### config.mk
export PLATFORM = sky130hd
export DESIGN_NAME = uri_percent_encoder_unit
export DESIGN_NICKNAME = d
export VERILOG_FILES = /design/src/rtl/uripe_pkg.sv /design/src/rtl/uri_percent_encoder_unit.sv
export SDC_FILE = /design/constraint.sdc
export NUM_CORES = 1
export LEC_CHECK = 0
export ABC_AREA = 1
export BUFFER_PORTS_ARGS = -buffer_cell sky130_fd_sc_hd__buf_4
export CORE_MARGIN = 2
export CORE_UTILIZATION = 25
export CTS_CLUSTER_SIZE = 25
export DETAILED_ROUTE_END_ITERATION = 10
export GPL_ROUTABILITY_DRIVEN = 1
export PLACE_DENSITY = 0.4
export SKIP_LAST_GASP = 1
export SYNTH_ARGS = -nofsm -noshare
export SYNTH_HDL_FRONTEND = slang
export SYNTH_SLANG_ARGS = --single-unit
### constraint.sdc
create_clock -name i_clk -period 3.1 [get_ports i_clk]
set_input_delay 0.62 -clock i_clk [delete_from_list [all_inputs] [get_ports i_clk]]
set_output_delay 0.62 -clock i_clk [all_outputs]
set_load 0.01 [all_outputs]
### src/rtl/uripe_pkg.sv
`timescale 1ns / 1ps

package uripe_pkg;

    // character set selector codes
    localparam logic [1:0] CS_URI       = 2'd0;
    localparam logic [1:0] CS_PERCENT   = 2'd1;
    localparam logic [1:0] CS_COMPONENT = 2'd2;

    // register word index
    localparam logic REG_CHAR_SET = 1'b0;
    localparam logic [1:0] CHAR_SET_RESET = CS_PERCENT;

    // escape phase codes
    localparam logic [1:0] PH_PCT = 2'd0;
    localparam logic [1:0] PH_HI  = 2'd1;
    localparam logic [1:0] PH_LO  = 2'd2;

    // characters of interest
    localparam logic [7:0] CHAR_PCT    = 8'h25;
    localparam logic [7:0] CHAR_LBRACK = 8'h5B;
    localparam logic [7:0] CHAR_RBRACK = 8'h5D;
    localparam logic [7:0] CHAR_HASH   = 8'h23;
    localparam logic [7:0] CHAR_TILDE  = 8'h7E;
    localparam logic [7:0] CHAR_QUOTE  = 8'h27;

    // code point limits
    localparam logic [20:0] CP_MAX      = 21'h10FFFF;
    localparam logic [20:0] CP_SURR_LO  = 21'h00D800;
    localparam logic [20:0] CP_SURR_HI  = 21'h00DFFF;
    localparam logic [20:0] CP_ONE_LIM  = 21'h000080;
    localparam logic [20:0] CP_TWO_LIM  = 21'h000800;
    localparam logic [20:0] CP_THREE_LIM = 21'h010000;

    // one encoded item waiting for the serialiser
    typedef struct packed {
        logic            lit;
        logic [2:0]      nb;
        logic [3:0][7:0] bytes;
    } t_enc_item;

    // uppercase hex digit of a nibble
    function automatic logic [7:0] hex_char(input logic [3:0] nib);
        logic [7:0] c;
        if (nib < 4'd10) begin
            c = 8'h30 + {4'd0, nib};
        end else begin
            c = 8'h37 + {4'd0, nib};
        end
        return c;
    endfunction

    // true when an ascii character passes unescaped under the given set
    function automatic logic char_allowed(input logic [6:0] c7, input logic [1:0] sel);
        logic [7:0] c;
        logic       alnum;
        logic       mark;
        logic       resv;
        logic       extra;
        c     = {1'b0, c7};
        alnum = (c >= 8'h30 && c <= 8'h39) || (c >= 8'h41 && c <= 8'h5A) ||
                (c >= 8'h61 && c <= 8'h7A);
        mark  = 1'b0;
        resv  = 1'b0;
        case (c) inside
            8'h2D, 8'h5F, 8'h2E, 8'h21, CHAR_TILDE, 8'h2A, CHAR_QUOTE, 8'h28, 8'h29:
                mark = 1'b1;
            8'h3B, 8'h2C, 8'h2F, 8'h3F, 8'h3A, 8'h40, 8'h26, 8'h3D, 8'h2B, 8'h24,
            CHAR_HASH:
                resv = 1'b1;
            default: begin
                mark = 1'b0;
                resv = 1'b0;
            end
        endcase
        extra = (c == CHAR_LBRACK) || (c == CHAR_RBRACK) || (c == CHAR_PCT);
        if (alnum || mark) begin
            return 1'b1;
        end else if (sel == CS_URI) begin
            return resv;
        end else if (sel == CS_PERCENT) begin
            return resv || extra;
        end
        return 1'b0;
    endfunction

endpackage

### src/rtl/uri_percent_encoder_unit.sv
`timescale 1ns / 1ps
// path: an item goes through the input, encode and serialiser stages and the output register
// throughput: one output byte per cycle from the serialiser; a literal item is one byte, an
//   escaped item is a percent sign and two hex digits for each of its bytes; items with no
//   output leave the pipe at the encode stage and never reach the serialiser
// reset: synchronous active low; clears the stage valid bits, the strobe and sets char_set to 1
// the receiver cannot stall: one strobe per byte, start is held off through busy
module uri_percent_encoder_unit (
    input  logic        i_clk,
    input  logic        i_rst_n,
    input  logic        start,
    output logic        busy,
    input  logic [20:0] i_code_point,
    output logic        o_strobe,
    output logic [7:0]  o_out_char,
    output logic        o_last_of_run,
    input  logic        psel,
    input  logic        penable,
    input  logic        pwrite,
    input  logic [2:0]  paddr,
    input  logic [31:0] pwdata,
    output logic [31:0] prdata,
    output logic        pready
);
    import uripe_pkg::*;

    logic [1:0]  r_char_set;

    logic        r1_valid;
    logic [20:0] r1_cp;

    logic        r2_valid;
    t_enc_item   r2_item;

    logic        r3_valid;
    t_enc_item   r3_item;
    logic [1:0]  r3_phase;
    logic [1:0]  r3_bidx;

    logic        r_o_strobe;
    logic [7:0]  r_o_char;
    logic        r_o_last;

    logic        s3_last;
    logic        s3_free;
    logic        s2_open;
    logic        s1_open;
    logic        accept;

    logic        enc_fail;
    t_enc_item   n_r2_item;
    logic [7:0]  cur_byte;
    logic [7:0]  cur_char;

    // configuration port
    assign pready = 1'b1;
    assign prdata = (paddr[2] == REG_CHAR_SET) ? {30'd0, r_char_set} : 32'd0;

    always_ff @(posedge i_clk) begin
        if (!i_rst_n) begin
            r_char_set <= CHAR_SET_RESET;
        end else if (psel && penable && pwrite && pready && paddr[2] == REG_CHAR_SET) begin
            r_char_set <= pwdata[1:0];
        end
    end

    // stage flow control
    assign s3_last = r3_valid && (r3_item.lit ||
                     (r3_phase == PH_LO && r3_bidx == 2'(r3_item.nb - 3'd1)));
    assign s3_free = !r3_valid || s3_last;
    assign s2_open = !r2_valid || s3_free;
    assign s1_open = !r1_valid || s2_open;
    assign busy    = !s1_open;
    assign accept  = start && !busy;

    // input stage
    always_ff @(posedge i_clk) begin
        if (!i_rst_n) begin
            r1_valid <= 1'b0;
        end else if (s1_open) begin
            r1_valid <= accept;
        end
    end

    always_ff @(posedge i_clk) begin
        if (s1_open) begin
            r1_cp <= i_code_point;
        end
    end

    // classify and utf-8 encode
    always_comb begin
        enc_fail        = (r1_cp == 21'd0) || (r1_cp > CP_MAX) ||
                          (r1_cp >= CP_SURR_LO && r1_cp <= CP_SURR_HI);
        n_r2_item       = '0;
        if (r1_cp < CP_ONE_LIM) begin
            n_r2_item.lit      = char_allowed(r1_cp[6:0], r_char_set);
            n_r2_item.nb       = 3'd1;
            n_r2_item.bytes[0] = {1'b0, r1_cp[6:0]};
        end else if (r1_cp < CP_TWO_LIM) begin
            n_r2_item.nb       = 3'd2;
            n_r2_item.bytes[0] = {3'b110, r1_cp[10:6]};
            n_r2_item.bytes[1] = {2'b10, r1_cp[5:0]};
        end else if (r1_cp < CP_THREE_LIM) begin
            n_r2_item.nb       = 3'd3;
            n_r2_item.bytes[0] = {4'b1110, r1_cp[15:12]};
            n_r2_item.bytes[1] = {2'b10, r1_cp[11:6]};
            n_r2_item.bytes[2] = {2'b10, r1_cp[5:0]};
        end else begin
            n_r2_item.nb       = 3'd4;
            n_r2_item.bytes[0] = {5'b11110, r1_cp[20:18]};
            n_r2_item.bytes[1] = {2'b10, r1_cp[17:12]};
            n_r2_item.bytes[2] = {2'b10, r1_cp[11:6]};
            n_r2_item.bytes[3] = {2'b10, r1_cp[5:0]};
        end
    end

    // encode stage, items with no output are dropped here
    always_ff @(posedge i_clk) begin
        if (!i_rst_n) begin
            r2_valid <= 1'b0;
        end else if (s2_open) begin
            r2_valid <= r1_valid && !enc_fail;
        end
    end

    always_ff @(posedge i_clk) begin
        if (s2_open) begin
            r2_item <= n_r2_item;
        end
    end

    // serialiser
    always_ff @(posedge i_clk) begin
        if (!i_rst_n) begin
            r3_valid <= 1'b0;
            r3_phase <= PH_PCT;
            r3_bidx  <= 2'd0;
        end else if (s3_free) begin
            r3_valid <= r2_valid;
            r3_phase <= PH_PCT;
            r3_bidx  <= 2'd0;
        end else if (r3_phase == PH_LO) begin
            r3_phase <= PH_PCT;
            r3_bidx  <= r3_bidx + 2'd1;
        end else begin
            r3_phase <= r3_phase + 2'd1;
        end
    end

    always_ff @(posedge i_clk) begin
        if (s3_free) begin
            r3_item <= r2_item;
        end
    end

    // current output character
    always_comb begin
        cur_byte = r3_item.bytes[r3_bidx];
        if (r3_item.lit) begin
            cur_char = cur_byte;
        end else begin
            case (r3_phase)
                PH_PCT:  cur_char = CHAR_PCT;
                PH_HI:   cur_char = hex_char(cur_byte[7:4]);
                default: cur_char = hex_char(cur_byte[3:0]);
            endcase
        end
    end

    // output register
    always_ff @(posedge i_clk) begin
        if (!i_rst_n) begin
            r_o_strobe <= 1'b0;
        end else begin
            r_o_strobe <= r3_valid;
        end
    end

    always_ff @(posedge i_clk) begin
        r_o_char <= cur_char;
        r_o_last <= s3_last;
    end

    assign o_strobe      = r_o_strobe;
    assign o_out_char    = r_o_char;
    assign o_last_of_run = r_o_strobe && r_o_last;

    // checks
    a_accept_loads: assert property (@(posedge i_clk) disable iff (!i_rst_n)
        accept |=> r1_valid)
        else $error("accepted item not in input stage");

    a_busy_full: assert property (@(posedge i_clk) disable iff (!i_rst_n)
        busy |-> (r1_valid && r2_valid && r3_valid))
        else $error("busy with a free stage");

    a_ser_strobe: assert property (@(posedge i_clk) disable iff (!i_rst_n)
        r3_valid |=> o_strobe)
        else $error("serialiser byte lost");

    a_escape_pct: assert property (@(posedge i_clk) disable iff (!i_rst_n)
        (r3_valid && !r3_item.lit && r3_phase == PH_PCT) |=> (o_out_char == CHAR_PCT))
        else $error("escape does not open with percent");

    a_bidx_range: assert property (@(posedge i_clk) disable iff (!i_rst_n)
        r3_valid |-> ({1'b0, r3_bidx} < r3_item.nb))
        else $error("byte index beyond encoded length");

endmodule
Word level (Yosys, flattened, before mapping)
Index checks and enable logic that the tools add are counted.
- bits in registers: 110
- bits of input ports: 62
- logic and storage cells: 140
- $add $sub $neg: 7
- magnitude comparators: 15
- equal/unequal tests: 27
- multiplexer cells: 25
- bitwise operators: 2
- reductions and logical operators: 39
- operator list (operator ; number):
    $eq A7 B6 Y1 const B ; 18
    $eq A7 B7 Y1 const B ; 5
    $add A6 B4 Y7 const A ; 4
    $mux W8 ; 3
    $mux W22 ; 1
    $ge A21 B16 Y1 const B ; 1
    $gt A21 B21 Y1 const B ; 1
    $le A21 B16 Y1 const B ; 1
    $logic_not A21 Y1 ; 1
    $lt A21 B12 Y1 const B ; 1
    $lt A21 B17 Y1 const B ; 1
    $lt A21 B8 Y1 const B ; 1
    $mux W7 ; 3
    $bmux W8 S2 ; 1
    $mux W16 ; 1
    $ge A7 B7 Y1 const B ; 2
    $le A7 B7 Y1 const B ; 2
    $pmux W7 S2 ; 1
    $logic_and A1 B1 Y1 ; 12
    $logic_or A1 B1 Y1 ; 12
    $mux W1 ; 12
    $reduce_or A11 Y1 ; 1
    $reduce_or A9 Y1 ; 1
    $lt A4 B4 Y1 const B ; 2
    15 further kinds ; 27

Longest topological paths before layout
Gate-level depths: netlist of run 1.
- depth in word-level cells: 9
- gate-level depth with buffers: 13
- mapped depth without buffers: 11

Least setup slack after synthesis of run 1
Ideal clock, no wire load.
- path type: register to register
- start: register r3_item[33] in the netlist's numbering
- end: register r1_cp[0], enable pin
- setup time: 0.349 ns
- arrival: 2.195 ns
- setup slack: 0.556 ns
- cell stages (with the launch flop): 8
- path buffers: 0
- clock period less this slack: 2.544 ns
- cell sequence: edfxtp_1 -> xor2_1 -> nand2_1 -> nand2_2 -> nand2_1 -> nand4_2 -> nor2_1 -> inv_1
- cells in the longest elaborated chain, start to end: 8
- RTL lines (element ; line ; RTL):
    from (decl) ; uri_percent_encoder_unit.sv:36 ; t_enc_item r3_item;
    from (signal assigned) ; uri_percent_encoder_unit.sv:153 ; r3_item <= r2_item;
    $sub A2 B1 Y2 ; uri_percent_encoder_unit.sv:69 ; (r3_phase == PH_LO && r3_bidx == 2'(r3_item.nb - 3'd1)));
    $eq A2 B2 Y1 ; uri_percent_encoder_unit.sv:69 ;
    $logic_and A1 B1 Y1 ; uri_percent_encoder_unit.sv:69 ;
    $logic_or A1 B1 Y1 ; uri_percent_encoder_unit.sv:68 ; assign s3_last = r3_valid && (r3_item.lit ||
    $logic_and A1 B1 Y1 ; uri_percent_encoder_unit.sv:68 ;
    $logic_or A1 B1 Y1 ; uri_percent_encoder_unit.sv:70 ; assign s3_free = !r3_valid || s3_last;
    $logic_or A1 B1 Y1 ; uri_percent_encoder_unit.sv:71 ; assign s2_open = !r2_valid || s3_free;
    net s2_open ; uri_percent_encoder_unit.sv:46 ; logic s2_open;
    $logic_or A1 B1 Y1 ; uri_percent_encoder_unit.sv:72 ; assign s1_open = !r1_valid || s2_open;
    to (signal assigned) ; uri_percent_encoder_unit.sv:87 ; r1_cp <= i_code_point;
    to (decl) ; uri_percent_encoder_unit.sv:30 ; logic [20:0] r1_cp;
The timed path passes the listed nets, and every way through them passes these cells.
A chain may end at the register's enable or synchronous reset.

Worst setup path after layout of run 1
- start: register r3_item[35] in the netlist's numbering
- end: output port busy
- cells in the longest elaborated chain, start to end: 6
- RTL lines (element ; line ; RTL):
    $logic_or A1 B1 Y1 ; uri_percent_encoder_unit.sv:68 ;
    $logic_and A1 B1 Y1 ; uri_percent_encoder_unit.sv:68 ;
    $logic_or A1 B1 Y1 ; uri_percent_encoder_unit.sv:70 ;
    $logic_or A1 B1 Y1 ; uri_percent_encoder_unit.sv:71 ;
    net s2_open ; uri_percent_encoder_unit.sv:46 ;
    $logic_or A1 B1 Y1 ; uri_percent_encoder_unit.sv:72 ;
    $logic_not A1 Y1 ; uri_percent_encoder_unit.sv:73 ; assign busy = !s1_open;
    to (decl) ; uri_percent_encoder_unit.sv:12 ; output logic busy,
The timed path passes the listed nets, and every way through them passes these cells.

==> results of run 1 <==
-- synthesized netlist by cell type, types with 2 or more instances --
cell type / n
o211ai_1: 3
conb_1: 2
a21oi_1: 12
dfxtp_1: 19
nand2_1: 103
inv_1: 46
nand4_1: 6
buf_6: 3
nor3_1: 10
o21ai_0: 14
inv_2: 2
a211oi_1: 4
nand3_1: 34
nor2_1: 40
a31oi_1: 3
xor2_1: 3
buf_4: 32
nor2_4: 2
edfxtp_1: 83
clkbuf_1: 3
ha_1: 5
o22ai_1: 11
buf_2: 4
nand2_2: 6
nand4_2: 2
or2_1: 2
-- worst paths after layout --
path / from / end / slack, ns / depth (start not counted)
setup / recovery: r3_item[35] / busy / 0.64 / 4
hold / removal: r2_item[24] / r3_item[24] / 0.42 / 0
setup reg to reg: r1_cp[20] / r2_item[0] / 1.06 / 8
hold reg to reg: r2_item[24] / r3_item[24] / 0.42 / 0
-- state kept, by name, indices dropped and copies added, names as in the netlist --
register and flops:
o_out_char 8, r_char_set 2, r3_valid 1, r2_valid 1, r2_item 31, o_strobe 1
r1_cp 21, r3_phase 2, r3_bidx 2, r1_valid 1, r_o_last 1, r3_item 31
-- final cells by class --
type | count | share of cell area, %
Clock buffer | 9 | 4.13
Clock inverter | 7 | 1.15
Inverter | 50 | 3.49
Multi-Input combinational cell | 300 | 26.6
Sequential cell | 102 | 52.7
Tap cell | 234 | 5.37
Timing Repair Buffer | 48 | 6.61
-- kinds of logic (layout without fill, tap and decap cells) --
logic type	count (synthesis)	after routing	synth area share, %
AND/OR/NAND/NOR	209	209	19.6
flip-flops	102	102	61.0
buffers and inverters	92	114	10.5
AO/OA/AOI/OAI	51	51	6.62
adder cells (fa/ha/maj)	5	5	1.33
XOR/XNOR	4	4	0.744
other	2	31	0.160
-- through the flow --
step	hold slack, ns	setup slack (ns)	cell area, um^2	power [uW]
floorplan	0.400	0.556	4820	1750
global placement	0.407	1.03	5160	1800
detailed placement	0.405	1.02	5160	1800
CTS	0.419	0.620	5450	2910
global route	0.415	0.494	5450	3010
finish	0.420	0.640	5450	2860
-- report_power, final --
part,internal (uW),switching (uW)
registers,1550,40.7
clock network,563,530
logic,70.7,106
-- routing by layer --
| metal | vias up | part of all wire (%) |
|---|---|---|
| li1 | 1601 | - |
| met1 | 1409 | 45 |
| met2 | 115 | 46 |
| met3 | 22 | 7.1 |
| met4 | 0 | 2.2 |
| met5 | - | 0 |
-- placed cells by master (no fill, tap or decap), drive strengths merged --
cell type  netlist  layout
or2              3       3
nor3            10      10
a211oi           4       4
xnor2            1       1
ha               5       5
dfxtp           19      19
a22oi            1       1
nor3b            1       1
clkinv           1       4
clkbuf           3       9
o22ai           11      11
a21oi           13      13
nand2          109     109
edfxtp          83      83
a31oi            3       3
nand3b           1       1
xor2             3       3
o41ai            1       1
o211ai           3       3
conb             2      31
nand3           35      35
o221ai           1       1
o21ai           14      14
nor2            42      42
buf             39      48
nand4            8       8
inv             49      53
-- critical path, cell delays in order (launching register included) --
cell      delay [ns]
edfxtp_1        0.59
clkinv_1        0.37
nand4_2         0.27
nor2_1          0.10
buf_4           0.15
==> flow_metrics.tcl, run 1 <==
set metrics [dict create \
    rows 50 \
    numPlacedInstances 734 \
    gp_congestion 0.853 \
    fmax_mhz 407 \
    port_buffers 42 \
    rsz0062_at_grt "false" \
    htreeDepth 3 \
    setup_tns_ns 0 \
    power_density_nw_per_um2 525 \
    antenna_found_initial 0 \
    period_needed_ns 2.46 \
    syn_area_um2 4710 \
    synth.avg_cell_area_um2 10.1 \
    drt-total-wl_um 9510 \
    yosys-top-cells-area "edfxtp_1 (53%), nand2_1 (8.2%), dfxtp_1 (8.1%)" \
    synth_cell_types 37 \
    period_share_pct 79.3 \
    synth-edff-count 83 \
    synthFlopType "edfxtp_1" \
    grt_use_total_pct 10.2 \
    start_util_pct 25.3 \
    ys_async_sr_fraction_pct 0 \
    io_pins 106 \
    ir_worst_vdd_v 0.000287 \
    clk_pin_slew_worst_paths_ns 0.07 \
    area_growth_pct 15.8 \
    cts_buffers 9 \
    grt_pass1_vias 3077 \
    route.vias.total 3147 \
    antenna_left 0 \
    drv_cap 0 \
    power.leakage_uw 0.00227 \
    drt_iter0_drc 162 \
    tritoncts "yes" \
    startpoint_type "flop" \
    route.detailed.drc 0 \
    synth_seq_area_share_pct 61.0 \
    run_status "complete, no violations" \
    hold_violations 0 \
    required_ns 2.48 \
    setup_viol 0 \
    grt_overflow 0 \
    synthCells 465 \
    drive_gt1_share_pct 15.5 \
    stdcell_count 750 \
    dr.pass1.iters 7 \
    coreArea_um2 18600 \
    busiest_layer "met2" \
    postLayoutCoreUtil_pct 29.3 \
    multi_input_area_um2 1450 \
    cts_resized 0 \
    die_w_um 141 \
    critPathKind "reg2out" \
    fp.dieArea_um2 19900 \
    grt_max_degree 33 \
    via_per_inst 4.20 \
    grt_use_met1_pct 13.2 \
    post_cts_buffers 0 \
    path_max_fanout 9 \
    cp-end-kind "output port" \
    cts_buffer_depth 2 \
    hp-class "reg2reg" \
    dieHeight_um 141 \
    regArea_um2 2870 \
    arrival_ns 1.84 \
    worst_clock_skew_ns 0.00412 \
    diodes 0 \
    synth_top_cell_area_share_pct 52.9 \
    fin_nets 578 \
    cts_root_buf "clkbuf_16" \
    ctsHoldBuffers 0 \
    use_met3_pct 3.43 \
    drv_slew 0 \
    yosys.area.top_type "edfxtp_1" \
    fill_cells 1942 \
    wl_per_cell_um 12.7 \
    clkSinkCount 102 \
    dp_hpwl_um 7250 \
    clk_latency_ns 0.35 \
    ys_warn_count 0 \
    grt_use_met2_pct 15.7 \
    ys_seq_elements 102 \
    grt_pass1_wl_um 15800 \
]
Power figures use the tool's default switching activity.
==> inputs of run 2 (changes only) <==
--- a/config.mk
+++ b/config.mk
@@ -12,7 +12,7 @@
 export CTS_CLUSTER_SIZE = 25
 export DETAILED_ROUTE_END_ITERATION = 10
 export GPL_ROUTABILITY_DRIVEN = 1
-export PLACE_DENSITY = 0.4
+export PLACE_DENSITY = 0.42
 export SKIP_LAST_GASP = 1
 export SYNTH_ARGS = -nofsm -noshare
 export SYNTH_HDL_FRONTEND = slang
==> constraint.sdc (replaced) <==
create_clock -name i_clk -period 2 [get_ports i_clk]
set_input_delay 0.4 -clock i_clk [delete_from_list [all_inputs] [get_ports i_clk]]
set_output_delay 0.4 -clock i_clk [all_outputs]
set_load 0.01 [all_outputs]
==> run 2 against run 1 <==
  * Sequential power increased by 55%
  * Clock skew up 0.0019 ns
  * Largest cell class unchanged
  * Wire length is 1.7% higher
  * Core utilization up 0.64 points
  * Combinational power rose by 64%
  * Critical endpoint unchanged
==> flow_metrics.tcl, run 2 (synthesis gave the netlist of run 1 again) <==
set metrics [dict create \
    run_status "complete, no violations" \
    route.detailed.drc 0 \
    multi_input_area_um2 1470 \
    die_w_um 141 \
    reg2regPathDepth 7 \
    grt_overflow 0 \
    ir_worst_vdd_v 0.000512 \
    power_uw 4500 \
    hp-start "i_code_point[12]" \
    clk_pin_slew_worst_paths_ns 0.07 \
    critPathKind "reg2out" \
    fin_nets 587 \
    p_clk_share_pct 38.9 \
    coreArea_um2 18600 \
    slowest_stage "edfxtp_1" \
    io_pins 106 \
    area_growth_pct 18.3 \
    rows 50 \
    reg_top3 "r2_item: 31 flops, r3_item: 31 flops, r1_cp: 21 flops" \
    dr.pass1.iters 4 \
    grt_max_degree 33 \
    rsz0062_at_grt "true" \
    drv_slew 0 \
    tritoncts "yes" \
    pre_cts_ws_ns 0.0216 \
    port_buffers 42 \
    fmax_mhz 505 \
    post_cts_buffers 0 \
    grt_use_total_pct 10.1 \
    path_buf_inv 1 \
    swShare_pct 22.2 \
    antenna_found_initial 0 \
    fill_cells 1909 \
    layout_common_cells "nand2_1 (102), edfxtp_1 (83), buf_4 (55)" \
    fp.dieArea_um2 19900 \
    drt-total-wl_um 9660 \
    htreeDepth 3 \
    power_density_nw_per_um2 808 \
    power.leakage_uw 0.00232 \
    dieHeight_um 141 \
    r2r_end "r1_cp[13]" \
    cts_buffers 9 \
    drv_cap 0 \
    min_path_cells 1 \
    cts_buffer_depth 2 \
    comb_power_share_pct 6.4 \
    via_per_inst 4.14 \
    path_max_fanout 3 \
    startpoint_type "flop" \
    r2r_setup_slack_ns 0.10 \
    whs_endpoint "r1_cp[12]" \
    required_ns 1.60 \
    drt_iter0_drc 175 \
    stdcell_count 759 \
    wl_per_cell_um 12.7 \
    grt_pass1_wl_um 15500 \
    seqPwrFrac_pct 54.7 \
    crit_chain "xor2_1, nand2_1, nand2_2, nand2_2, nand4_4, nor2_4, buf_6" \
    regArea_um2 2880 \
    hp-class "in2reg" \
    grt_pass1_vias 3047 \
    diodes 0 \
    dp_hpwl_um 7290 \
    hold_slack_ns 0.229 \
    worst_slack_ns 0.0190 \
    drive_gt1_share_pct 17.7 \
    period_needed_ns 1.98 \
    worst_clock_skew_ns 0.00598 \
    internal_power_uw 3500 \
    crit_family "simple AND/OR/NAND/NOR gates" \
    start_util_pct 25.3 \
    clk_latency_ns 0.35 \
    period_share_pct 99.1 \
    switchingPower_uw 999 \
    crit_path_max_incr_delay_ns 0.43 \
    cp-end-kind "output port" \
    numPlacedInstances 743 \
    route.vias.total 3142 \
    setup_viol 0 \
    cts_root_buf "clkbuf_16" \
    ctsHoldBuffers 0 \
    arrival_ns 1.58 \
    clkSinkCount 102 \
    hold_violations 0 \
    path_common_cell "nand2_2" \
    mostFrequentLayoutCell "nand2_1" \
    gp_congestion 0.841 \
    setup_tns_ns 0 \
    antenna_left 0 \
    r2r_start "r3_item[33]" \
]
## run 2: cell types whose count changed in the layout (fill, tap and decap cells not counted), sizes merged
cell,before,now
clkbuf,9,10
buf,48,57
clkinv,4,3
clkinvlp,0,2
bufinv,0,1
inv,53,50
## run 2: area by class of cell
cell class,count,area share [%]
Clock buffer,10,4.11
Inverter,50,3.48
Tap cell,234,5.25
Sequential cell,102,51.6
Timing Repair Buffer,57,7.97
Multi-Input combinational cell,300,26.3
Clock inverter,6,1.24
## run 2: timing repair
action / CTS / global route
gates resized for setup: 1 / 5
setup endpoints to repair: 1 / 23
pin swaps: 0 / 1
## run 2: worst max path at each step
stage          endpoint  cells after the start  slack, ns        start
2_1_floorplan  r1_cp[0]                      7      -0.11  r3_item[33]
3_3_place_gp   r1_cp[9]                      7       0.11   r3_bidx[1]
3_5_place_dp   r1_cp[9]                      7       0.02   r3_bidx[1]
4_1_cts            busy                      7       0.01  r3_item[33]
5_1_grt            busy                      7      -0.06  r3_item[33]
6_report           busy                      7       0.02  r3_item[33]
## run 2: power by group through the flow
stage          Combinational, uW  Clock, uW  Sequential [uW]
2_1_floorplan                220          0             2490
3_3_place_gp                 287          0             2510
3_5_place_dp                 289          0             2510
4_1_cts                      290       1810             2460
5_1_grt                      328       1890             2470
6_report                     289       1750             2460
## run 2: stage by stage
stage / util (%) / instance area (um^2)
final: 30.0 / 5570
after global routing: 30.0 / 5570
after CTS: 29.9 / 5560
after detailed placement: 28.3 / 5260
after global placement: 28.3 / 5260
after floorplan: - / 4830
## run 2: layer usage
metal  share of wire, %  vias to the layer above  track usage [%]
li1                   -                     1623                -
met1                 47                     1404             12.7
met2                 45                       91             15.1
met3                4.9                       24             3.53
met4                3.7                        0             5.68
met5                  0                        -                0
